<file path="config.mk">
export PLATFORM = sky130hd
export DESIGN_NAME = echo_ranging_kalman
export DESIGN_NICKNAME = d
export VERILOG_FILES = /design/src/design/erk_pkg.sv /design/src/design/echo_ranging_kalman.sv /design/src/design/erk_regs.sv /design/src/design/erk_ctrl.sv /design/src/design/erk_dp.sv
export SDC_FILE = /design/constraint.sdc
export NUM_CORES = 2
export LEC_CHECK = 0
export BUFFER_PORTS_ARGS = -buffer_cell sky130_fd_sc_hd__buf_2
export CAP_MARGIN = 20
export CORE_ASPECT_RATIO = 1.5
export CORE_MARGIN = 4
export CORE_UTILIZATION = 35
export CTS_CLUSTER_SIZE = 28
export DETAILED_ROUTE_END_ITERATION = 10
export PLACE_DENSITY_LB_ADDON = 0.1
export SYNTH_ARGS = -nofsm -noshare
export SYNTH_HDL_FRONTEND = slang
export SYNTH_SLANG_ARGS = --single-unit
</file>
<file path="constraint.sdc">
create_clock -name clk -period 7.7 [get_ports clk]
set_input_delay 1.155 -clock clk [delete_from_list [all_inputs] [get_ports clk]]
set_output_delay 1.155 -clock clk [all_outputs]
set_load 0.05 [all_outputs]
</file>
<file path="src/design/erk_pkg.sv">
// Shared types and constants for the echo ranging Kalman block.
// No dependencies; used by erk_regs, erk_ctrl, erk_dp and echo_ranging_kalman.
`timescale 1ns / 1ps

package erk_pkg;

  localparam int DIST_W     = 19;
  localparam int COV_W      = 24;
  localparam int TPC_W      = 8;
  localparam int GAIN_BITS  = 16;
  localparam int GAIN_STEPS = GAIN_BITS + 1;
  localparam int ADDR_W     = 4;
  localparam int DATA_W     = 32;
  localparam int IN_W       = 8;
  localparam int OUT_W      = 40;

  localparam int COUNT_WIDTH_DEF = 16;
  localparam int FRAC_BITS_DEF   = 8;

  localparam logic [GAIN_BITS:0] GAIN_ONE = {1'b1, {GAIN_BITS{1'b0}}};

  localparam logic [TPC_W-1:0]  TPC_RST   = 8'd58;
  localparam logic [DIST_W-1:0] NEAR_RST  = 19'd3840;
  localparam logic [COV_W-1:0]  MNOISE_RST = 24'd10240;
  localparam logic [COV_W-1:0]  PNOISE_RST = 24'd2560;

  // register index, taken from paddr[3:2]
  localparam logic [1:0] REG_TICKS_PER_CM  = 2'd0;
  localparam logic [1:0] REG_NEAR_LIMIT    = 2'd1;
  localparam logic [1:0] REG_MEAS_NOISE    = 2'd2;
  localparam logic [1:0] REG_PROCESS_NOISE = 2'd3;

  typedef struct packed {
    logic [TPC_W-1:0]  ticks_per_cm;
    logic [DIST_W-1:0] near_limit;
    logic [COV_W-1:0]  meas_noise;
    logic [COV_W-1:0]  process_noise;
  } cfg_t;

  typedef struct packed {
    logic tick;       // input beat accepted
    logic load;       // falling edge: load both dividers
    logic step_raw;   // one bit of the distance division
    logic step_gain;  // one bit of the gain division
    logic diff;       // saturate raw distance, form innovation
    logic mul;        // gain products
    logic commit;     // update state and result register
  } cmd_t;

  typedef struct packed {
    logic fall;
  } status_t;

endpackage

</file>
<file path="src/design/echo_ranging_kalman.sv">
// Echo pulse ranging with a scalar Kalman filter. One input beat is the echo pin
// level at one microsecond tick; a rising edge restarts the saturating tick
// counter, and each falling edge yields one result beat with the raw distance
// (ticks / ticks_per_cm), the filtered distance and a near flag, all distances in
// unsigned fixed point with FRAC_BITS fractional bits. A beat that is not a
// falling edge leaves the block ready for the next beat. A falling edge beat
// occupies the block through the accepting beat, the bit-serial distance
// divider, which runs alongside the 17-step gain divider, then the innovation,
// gain product and state update steps; the update waits further while an
// earlier result is still not taken.
// Depends on erk_pkg, erk_regs, erk_ctrl and erk_dp.
`timescale 1ns / 1ps

module echo_ranging_kalman #(
  parameter int COUNT_WIDTH = erk_pkg::COUNT_WIDTH_DEF,
  parameter int FRAC_BITS   = erk_pkg::FRAC_BITS_DEF
) (
  input  logic                         clk,
  input  logic                         rst,
  input  logic                         s_tvalid,
  output logic                         s_tready,
  input  logic [erk_pkg::IN_W-1:0]     s_tdata,   // [0] echo_level
  output logic                         m_tvalid,
  input  logic                         m_tready,
  output logic [erk_pkg::OUT_W-1:0]    m_tdata,   // [18:0] raw_distance,
                                                  // [37:19] filtered_distance,
                                                  // [38] is_near
  input  logic                         psel,
  input  logic                         penable,
  input  logic                         pwrite,
  input  logic [erk_pkg::ADDR_W-1:0]   paddr,
  input  logic [erk_pkg::DATA_W-1:0]   pwdata,
  output logic [erk_pkg::DATA_W-1:0]   prdata,
  output logic                         pready
);

  erk_pkg::cfg_t    cfg;
  erk_pkg::cmd_t    cmd;
  erk_pkg::status_t status;

  logic [erk_pkg::DIST_W-1:0] raw_distance;
  logic [erk_pkg::DIST_W-1:0] filtered_distance;
  logic                       is_near;

  erk_regs u_regs (
    .clk     (clk),
    .rst     (rst),
    .psel    (psel),
    .penable (penable),
    .pwrite  (pwrite),
    .paddr   (paddr),
    .pwdata  (pwdata),
    .prdata  (prdata),
    .pready  (pready),
    .cfg     (cfg)
  );

  erk_ctrl #(
    .COUNT_WIDTH (COUNT_WIDTH),
    .FRAC_BITS   (FRAC_BITS)
  ) u_ctrl (
    .clk      (clk),
    .rst      (rst),
    .s_tvalid (s_tvalid),
    .s_tready (s_tready),
    .m_tvalid (m_tvalid),
    .m_tready (m_tready),
    .status   (status),
    .cmd      (cmd)
  );

  erk_dp #(
    .COUNT_WIDTH (COUNT_WIDTH),
    .FRAC_BITS   (FRAC_BITS)
  ) u_dp (
    .clk               (clk),
    .rst               (rst),
    .cmd               (cmd),
    .status            (status),
    .cfg               (cfg),
    .echo_level        (s_tdata[0]),
    .raw_distance      (raw_distance),
    .filtered_distance (filtered_distance),
    .is_near           (is_near)
  );

  assign m_tdata = {1'b0, is_near, filtered_distance, raw_distance};

endmodule

</file>
<file path="src/design/erk_regs.sv">
// APB register file for the four configuration registers.
// Depends on erk_pkg.
`timescale 1ns / 1ps

module erk_regs (
  input  logic                         clk,
  input  logic                         rst,
  input  logic                         psel,
  input  logic                         penable,
  input  logic                         pwrite,
  input  logic [erk_pkg::ADDR_W-1:0]   paddr,
  input  logic [erk_pkg::DATA_W-1:0]   pwdata,
  output logic [erk_pkg::DATA_W-1:0]   prdata,
  output logic                         pready,
  output erk_pkg::cfg_t                cfg
);

  logic       wr_en;
  logic [1:0] idx;

  assign pready = 1'b1;
  assign wr_en  = psel & penable & pwrite & pready;
  assign idx    = paddr[3:2];

  always_ff @(posedge clk) begin
    if (rst) begin
      cfg.ticks_per_cm  <= erk_pkg::TPC_RST;
      cfg.near_limit    <= erk_pkg::NEAR_RST;
      cfg.meas_noise    <= erk_pkg::MNOISE_RST;
      cfg.process_noise <= erk_pkg::PNOISE_RST;
    end else if (wr_en) begin
      case (idx)
        erk_pkg::REG_TICKS_PER_CM:  cfg.ticks_per_cm  <= pwdata[erk_pkg::TPC_W-1:0];
        erk_pkg::REG_NEAR_LIMIT:    cfg.near_limit    <= pwdata[erk_pkg::DIST_W-1:0];
        erk_pkg::REG_MEAS_NOISE:    cfg.meas_noise    <= pwdata[erk_pkg::COV_W-1:0];
        erk_pkg::REG_PROCESS_NOISE: cfg.process_noise <= pwdata[erk_pkg::COV_W-1:0];
        default: ;
      endcase
    end
  end

  always_comb begin
    case (idx)
      erk_pkg::REG_TICKS_PER_CM:  prdata = erk_pkg::DATA_W'(cfg.ticks_per_cm);
      erk_pkg::REG_NEAR_LIMIT:    prdata = erk_pkg::DATA_W'(cfg.near_limit);
      erk_pkg::REG_MEAS_NOISE:    prdata = erk_pkg::DATA_W'(cfg.meas_noise);
      erk_pkg::REG_PROCESS_NOISE: prdata = erk_pkg::DATA_W'(cfg.process_noise);
      default:                    prdata = '0;
    endcase
  end

endmodule

</file>
<file path="src/design/erk_ctrl.sv">
// Controller: input/output handshake and sequencing of the filter update.
// Depends on erk_pkg; drives erk_dp through cmd_t, reads status_t.
`timescale 1ns / 1ps

module erk_ctrl #(
  parameter int COUNT_WIDTH = erk_pkg::COUNT_WIDTH_DEF,
  parameter int FRAC_BITS   = erk_pkg::FRAC_BITS_DEF
) (
  input  logic              clk,
  input  logic              rst,
  input  logic              s_tvalid,
  output logic              s_tready,
  output logic              m_tvalid,
  input  logic              m_tready,
  input  erk_pkg::status_t  status,
  output erk_pkg::cmd_t     cmd
);

  localparam int DW    = COUNT_WIDTH + FRAC_BITS;
  localparam int NSTEP = (DW > erk_pkg::GAIN_STEPS) ? DW : erk_pkg::GAIN_STEPS;
  localparam int CNT_W = $clog2(NSTEP + 1);

  typedef enum logic [2:0] {IDLE, DIV, DIFF, MUL, UPD} state_t;

  state_t           state;
  logic [CNT_W-1:0] cnt;

  assign s_tready = (state == IDLE);

  always_comb begin
    cmd.tick      = s_tvalid & s_tready;
    cmd.load      = cmd.tick & status.fall;
    cmd.step_raw  = (state == DIV) && (cnt < CNT_W'(DW));
    cmd.step_gain = (state == DIV) && (cnt < CNT_W'(erk_pkg::GAIN_STEPS));
    cmd.diff      = (state == DIFF);
    cmd.mul       = (state == MUL);
    cmd.commit    = (state == UPD) && (!m_tvalid || m_tready);
  end

  always_ff @(posedge clk) begin
    if (rst) begin
      state    <= IDLE;
      cnt      <= '0;
      m_tvalid <= 1'b0;
    end else begin
      if (cmd.commit) m_tvalid <= 1'b1;
      else if (m_tvalid && m_tready) m_tvalid <= 1'b0;
      case (state)
        IDLE: begin
          if (cmd.load) begin
            state <= DIV;
            cnt   <= CNT_W'(NSTEP - 1);
          end
        end
        DIV: begin
          if (cnt == '0) state <= DIFF;
          else cnt <= cnt - CNT_W'(1);
        end
        DIFF: state <= MUL;
        MUL:  state <= UPD;
        UPD: begin
          // hold until the result register is free
          if (cmd.commit) state <= IDLE;
        end
        default: state <= IDLE;
      endcase
    end
  end

  a_fall_starts_div: assert property (@(posedge clk) disable iff (rst)
    cmd.load |=> state == DIV) else $error("falling edge did not start division");

  a_div_ends: assert property (@(posedge clk) disable iff (rst)
    (state == DIV && cnt == '0) |=> state == DIFF) else $error("division overran");

  a_valid_from_upd: assert property (@(posedge clk) disable iff (rst)
    $rose(m_tvalid) |-> $past(state == UPD)) else $error("result without update");

endmodule

</file>
<file path="src/design/erk_dp.sv">
// Datapath: edge detect, tick counter, bit-serial dividers, gain products,
// estimate and covariance registers, result register. Depends on erk_pkg.
`timescale 1ns / 1ps

module erk_dp #(
  parameter int COUNT_WIDTH = erk_pkg::COUNT_WIDTH_DEF,
  parameter int FRAC_BITS   = erk_pkg::FRAC_BITS_DEF
) (
  input  logic                        clk,
  input  logic                        rst,
  input  erk_pkg::cmd_t               cmd,
  output erk_pkg::status_t            status,
  input  erk_pkg::cfg_t               cfg,
  input  logic                        echo_level,
  output logic [erk_pkg::DIST_W-1:0]  raw_distance,
  output logic [erk_pkg::DIST_W-1:0]  filtered_distance,
  output logic                        is_near
);

  localparam int DW  = COUNT_WIDTH + FRAC_BITS;
  localparam int QW  = (DW > erk_pkg::DIST_W) ? DW : erk_pkg::DIST_W + 1;
  localparam int DSW = erk_pkg::DIST_W;
  localparam int CVW = erk_pkg::COV_W;
  localparam int GB  = erk_pkg::GAIN_BITS;
  localparam int TW  = erk_pkg::TPC_W;

  // edge and counter state
  logic                   last_echo;
  logic                   measuring;
  logic [COUNT_WIDTH-1:0] pulse_ticks;
  logic [COUNT_WIDTH-1:0] pulse_ticks_next;
  logic                   rise;

  // filter state
  logic [DSW-1:0] estimate;
  logic [CVW-1:0] error_cov;

  // distance divider: quotient shifts in as the dividend shifts out
  logic [DW-1:0]  rq;
  logic [TW-1:0]  rrem;
  logic [TW-1:0]  divisor;
  logic [TW:0]    rshift;
  logic [TW:0]    rsub;
  logic           rge;

  // gain divider
  logic [CVW+1:0] grem;
  logic [CVW:0]   den;
  logic [GB:0]    gq;
  logic           gge;
  logic [CVW+1:0] gsub;
  logic [CVW:0]   grest;

  // innovation and products
  logic [QW-1:0]  rq_ext;
  logic [DSW-1:0] raw_sat;
  logic [GB:0]    k_sel;
  logic [DSW-1:0] raw_r;
  logic           up;
  logic [DSW-1:0] diff;
  logic [GB:0]    k;
  logic [GB:0]    kc;
  logic [GB+DSW:0]   prod_e;
  logic [GB+CVW:0]   prod_p;
  logic [DSW-1:0] corr;
  logic [CVW:0]   pn;

  // update
  logic [DSW-1:0] est_new;
  logic [CVW+1:0] p_sum;
  logic [CVW-1:0] p_sat;

  assign rise        = echo_level & ~last_echo;
  assign status.fall = ~echo_level & last_echo & measuring;

  always_comb begin
    if (rise) pulse_ticks_next = '0;
    else if (measuring && pulse_ticks != '1) pulse_ticks_next = pulse_ticks + COUNT_WIDTH'(1);
    else pulse_ticks_next = pulse_ticks;
  end

  always_ff @(posedge clk) begin
    if (rst) begin
      last_echo   <= 1'b0;
      measuring   <= 1'b0;
      pulse_ticks <= '0;
    end else if (cmd.tick) begin
      last_echo   <= echo_level;
      pulse_ticks <= pulse_ticks_next;
      if (rise) measuring <= 1'b1;
      else if (status.fall) measuring <= 1'b0;
    end
  end

  // distance division step; a zero divisor counts as one
  assign divisor = (cfg.ticks_per_cm == '0) ? TW'(1) : cfg.ticks_per_cm;
  assign rshift  = {rrem, rq[DW-1]};
  assign rge     = rshift >= {1'b0, divisor};
  assign rsub    = rshift - {1'b0, divisor};

  // gain division step: remainder stays below den, so one compare per bit
  assign gsub  = grem - {1'b0, den};
  assign gge   = grem >= {1'b0, den};
  assign grest = gge ? gsub[CVW:0] : grem[CVW:0];

  always_ff @(posedge clk) begin
    if (cmd.load) begin
      rq   <= {pulse_ticks_next, {FRAC_BITS{1'b0}}};
      rrem <= '0;
      grem <= {2'b00, error_cov};
      den  <= {1'b0, error_cov} + {1'b0, cfg.meas_noise};
      gq   <= '0;
    end else begin
      if (cmd.step_raw) begin
        rrem <= rge ? rsub[TW-1:0] : rshift[TW-1:0];
        rq   <= {rq[DW-2:0], rge};
      end
      if (cmd.step_gain) begin
        grem <= {grest, 1'b0};
        gq   <= {gq[GB-1:0], gge};
      end
    end
  end

  assign rq_ext  = QW'(rq);
  assign raw_sat = (|rq_ext[QW-1:DSW]) ? '1 : rq_ext[DSW-1:0];
  assign k_sel   = (den == '0) ? '0 : gq;

  always_ff @(posedge clk) begin
    if (cmd.diff) begin
      raw_r <= raw_sat;
      up    <= raw_sat >= estimate;
      diff  <= (raw_sat >= estimate) ? raw_sat - estimate : estimate - raw_sat;
      k     <= k_sel;
      kc    <= erk_pkg::GAIN_ONE - k_sel;
    end
  end

  assign prod_e = (GB+DSW+1)'(k) * (GB+DSW+1)'(diff);
  assign prod_p = (GB+CVW+1)'(kc) * (GB+CVW+1)'(error_cov);

  always_ff @(posedge clk) begin
    if (cmd.mul) begin
      corr <= prod_e[GB +: DSW];
      pn   <= prod_p[GB +: CVW+1];
    end
  end

  assign est_new = up ? estimate + corr : estimate - corr;
  assign p_sum   = {1'b0, pn} + (CVW+2)'(cfg.process_noise);
  assign p_sat   = (|p_sum[CVW+1:CVW]) ? '1 : p_sum[CVW-1:0];

  always_ff @(posedge clk) begin
    if (rst) begin
      estimate  <= '0;
      error_cov <= '0;
    end else if (cmd.commit) begin
      estimate  <= est_new;
      error_cov <= p_sat;
    end
  end

  always_ff @(posedge clk) begin
    if (cmd.commit) begin
      raw_distance      <= raw_r;
      filtered_distance <= est_new;
      is_near           <= est_new < cfg.near_limit;
    end
  end

  a_cov_floor: assert property (@(posedge clk) disable iff (rst)
    $past(cmd.commit) |-> error_cov >= $past(cfg.process_noise))
    else $error("covariance below process noise");

  a_near_flag: assert property (@(posedge clk) disable iff (rst)
    $past(cmd.commit) |-> is_near == (filtered_distance < $past(cfg.near_limit)))
    else $error("near flag disagrees with estimate");

endmodule
</file>
==> flow_summary.toml <==
[run_status]
outcome = "finished, final reports clean"

[drt]
viasPerCell = 4.94
firstDrtPassIters = 5
wl_per_cell_microns = 19.9
finalWirelength_mm = 135
drcViolationCount = 0
detail-route-antenna-nets = 0
dr.first_iter.drc_count = 1633
vias = 33600

[power]
power.density_nw_per_um2 = 141
power_leakage_uw = 0.0228
total_power_uw = 6960
irDropWorstVdd_v = 0.000150

[floorplan]
num_rows = 160
placeableCoreArea_sq_um = 127000
fp.dieH_microns = 447
die_w_microns = 301
num_io_pins = 126
die-area_sq_um = 134000
initial_core_util_pct = 35.3

[cts]
cts-root-buf = "clkbuf_16"
post_cts_buffers = 0
cts_resized = 0
h-tree-depth = 2
clk_pin_slew_ps = 60
clockBufferDepth = 3
numCtsBuffers = 50
cts_hold_buffers = 0
clkLatencyLatePin_ps = 630
cts_tree = "yes"
cts_sinks = 400

[timing]
fin_crit_ps = 7030
setup_viol_count_final = 0
fmax_ghz = 0.142
fin_skew_ps = 51.4
min_period_over_period_pct = 91.3
tns_ps = 0
slew_headroom_pct = 25.5
final-hold-violation-count = 0
rsz0062_at_grt = "false"
tightest_slew_ps = 1120
slew_violations = 0

[synthesis]
synth_cell_types = 81
synth_top_area_share_pct = 26.0
syn_avg_cell_area_sq_um = 8.96
synth_largest_area_cell = "fa_1"
yosysWarnings = 0
synthMostInstantiatedCell = "inv_1"
synth_ff_type = "edfxtp_1"
yosys.area_share.xor_xnor_pct = 3.74
ys_ff_latch = 400
synth_commonest_cells = "852 x inv_1, 793 x nand2_1, 585 x fa_1"
synth_mux_area_share_pct = 1.56
netlist_area_sq_um = 45000
synth_compound_area_share_pct = 9.66
synthSimpleGateAreaFrac_pct = 16.5
async_flop_share_pct = 0
synthAdderAreaFrac_pct = 36.5
synthTopCellsByArea = "fa_1 26%, edfxtp_1 15%, ha_1 10%, dfxtp_1 8.0%, inv_1 7.1%"
ys_seq_area_share_pct = 22.7
syn_inst = 5019
synth_top_family_by_area = "adder cells"
synth_edf_count = 220

[grt]
grt_pass1_wl_mm = 212
gr-usage-all-layers_pct = 20.5
grt_max_degree = 147
antenna_found_initial = 0
grt_pass1_vias = 35500
grt_overflow = 0

[placement]
dpl.hpwl_mm = 109
dpl_cell_area_sq_um = 47700
place_inst = 6701
place_congestion = 0.842
port_buffers = 98

[critical_path]
crit_path_start_kind = "flop"
path_cells = "nand2_1, fa_1, inv_1, fa_1, inv_1, fa_1, inv_1, fa_1, fa_1, inv_1, fa_1, inv_1, ha_1, o21ai_0, a21oi_1, o221ai_1, o21ai_1, a31oi_1, o31ai_1, a21oi_1, xnor2_1"
cpMostUsedCell = "fa_1"
cp.required_ps = 8080
critPathArrivalTime_ps = 7410
end_kind = "flop"
path_max_fanout = 13
max_stage_delay_ps = 860
crit_slowest_cell = "edfxtp_1"
crit_type = "reg -> reg"

[finish]
drive_gt1_share_pct = 7.09
fin_cells = 6795
fin_nets = 6065
area_growth_syn_to_layout_pct = 9.84
design_area_sq_um = 49400

[worst_hold_path]
min_path_type = "reg -> reg"

[run]
maxCapViolCount = 0
==> routing by layer <==
layer	wire [microns]	track usage (%)	vias to the layer above	share of wire [%]
li1	-	-	16000	-
met1	52000	23.2	17000	38
met2	75300	40.2	466	56
met3	3130	1.56	167	2.3
met4	4960	6.64	0	3.7
met5	0	0	-	0
==> state kept, by name, indices dropped and copies added (netlist names), 24 cells and up <==
register        cells
u_dp.grem          26
u_regs.cfg         75
u_dp.pn            25
u_dp.rq            24
u_dp.error_cov     24
u_dp.den           25
==> per-stage QoR <==
| step | hold WS (ps) | setup WS (ps) | util, % |
|---|---|---|---|
| after floorplan | 400 | 1130 | - |
| after global placement | 402 | 648 | 37.4 |
| after detailed placement | 407 | 643 | 37.4 |
| after CTS | 417 | 638 | 38.8 |
| after global routing | 417 | 273 | 38.8 |
| final | 417 | 673 | 38.8 |
==> cell families (layout without fill, tap and decap cells) <==
family / count (synthesis) / after routing
other: 2 / 11
buffers and inverters: 1107 / 1173
AOI/OAI and AO/OA: 699 / 699
muxes: 58 / 58
and+or+nand+nor: 1602 / 1602
adders and majority gates: 961 / 961
xor gates and xnor gates: 190 / 190
DFF: 400 / 400
==> where the power goes <==
group          internal [uW]  leakage [uW]  switching, uW
Sequential              2460       0.00343            135
Combinational            792        0.0186           1090
Clock                   1480      0.000833           1010
==> area by class of cell <==
cell class	count	area (sq um)
sequential	400	10200
clock buffer	69	1390
multi-input combinational	3520	30600
fill	13200	77900
tap	1701	2130
clock inverter	23	335
antenna	1	2.50
inverter	854	3210
timing repair buffer	227	1490
==> path summary, 6_finish.rpt <==
kind	to	cells after the start	startpoint	slack [ps]
setup / recovery	u_dp.corr[18]	21	u_dp.diff[12]	670
hold / removal	u_dp.raw_distance[18]	0	u_dp.raw_r[18]	420
setup reg to reg	u_dp.corr[18]	21	u_dp.diff[12]	670
hold reg to reg	u_dp.raw_distance[18]	0	u_dp.raw_r[18]	420
==> cell usage in the layout (no fill, tap or decap), types with 69 or more instances in the layout <==
master | synthesis | layout
xor2_1 | 76 | 76
buf_4 | 11 | 127
nor2_1 | 212 | 212
buf_2 | 8 | 97
fa_1 | 585 | 585
and2_1 | 276 | 276
nand3_1 | 70 | 69
edfxtp_1 | 220 | 220
dfxtp_1 | 180 | 180
a21oi_1 | 275 | 274
o21ai_0 | 90 | 90
xnor2_1 | 113 | 113
a21o_1 | 74 | 74
ha_1 | 376 | 376
nand2_1 | 793 | 793
inv_1 | 852 | 851
==> worst max-delay path: cells and delay by family (launching register included) <==
kind | cells | cell delay (ps)
AO/OA/AOI/OAI | 7 | 1830
XOR/XNOR | 1 | 140
adder cells (fa/ha/maj) | 7 | 3500
buffers and inverters | 5 | 250
flip-flops | 1 | 860
AND/OR/NAND/NOR | 1 | 170
Power figures use the tool's default switching activity.
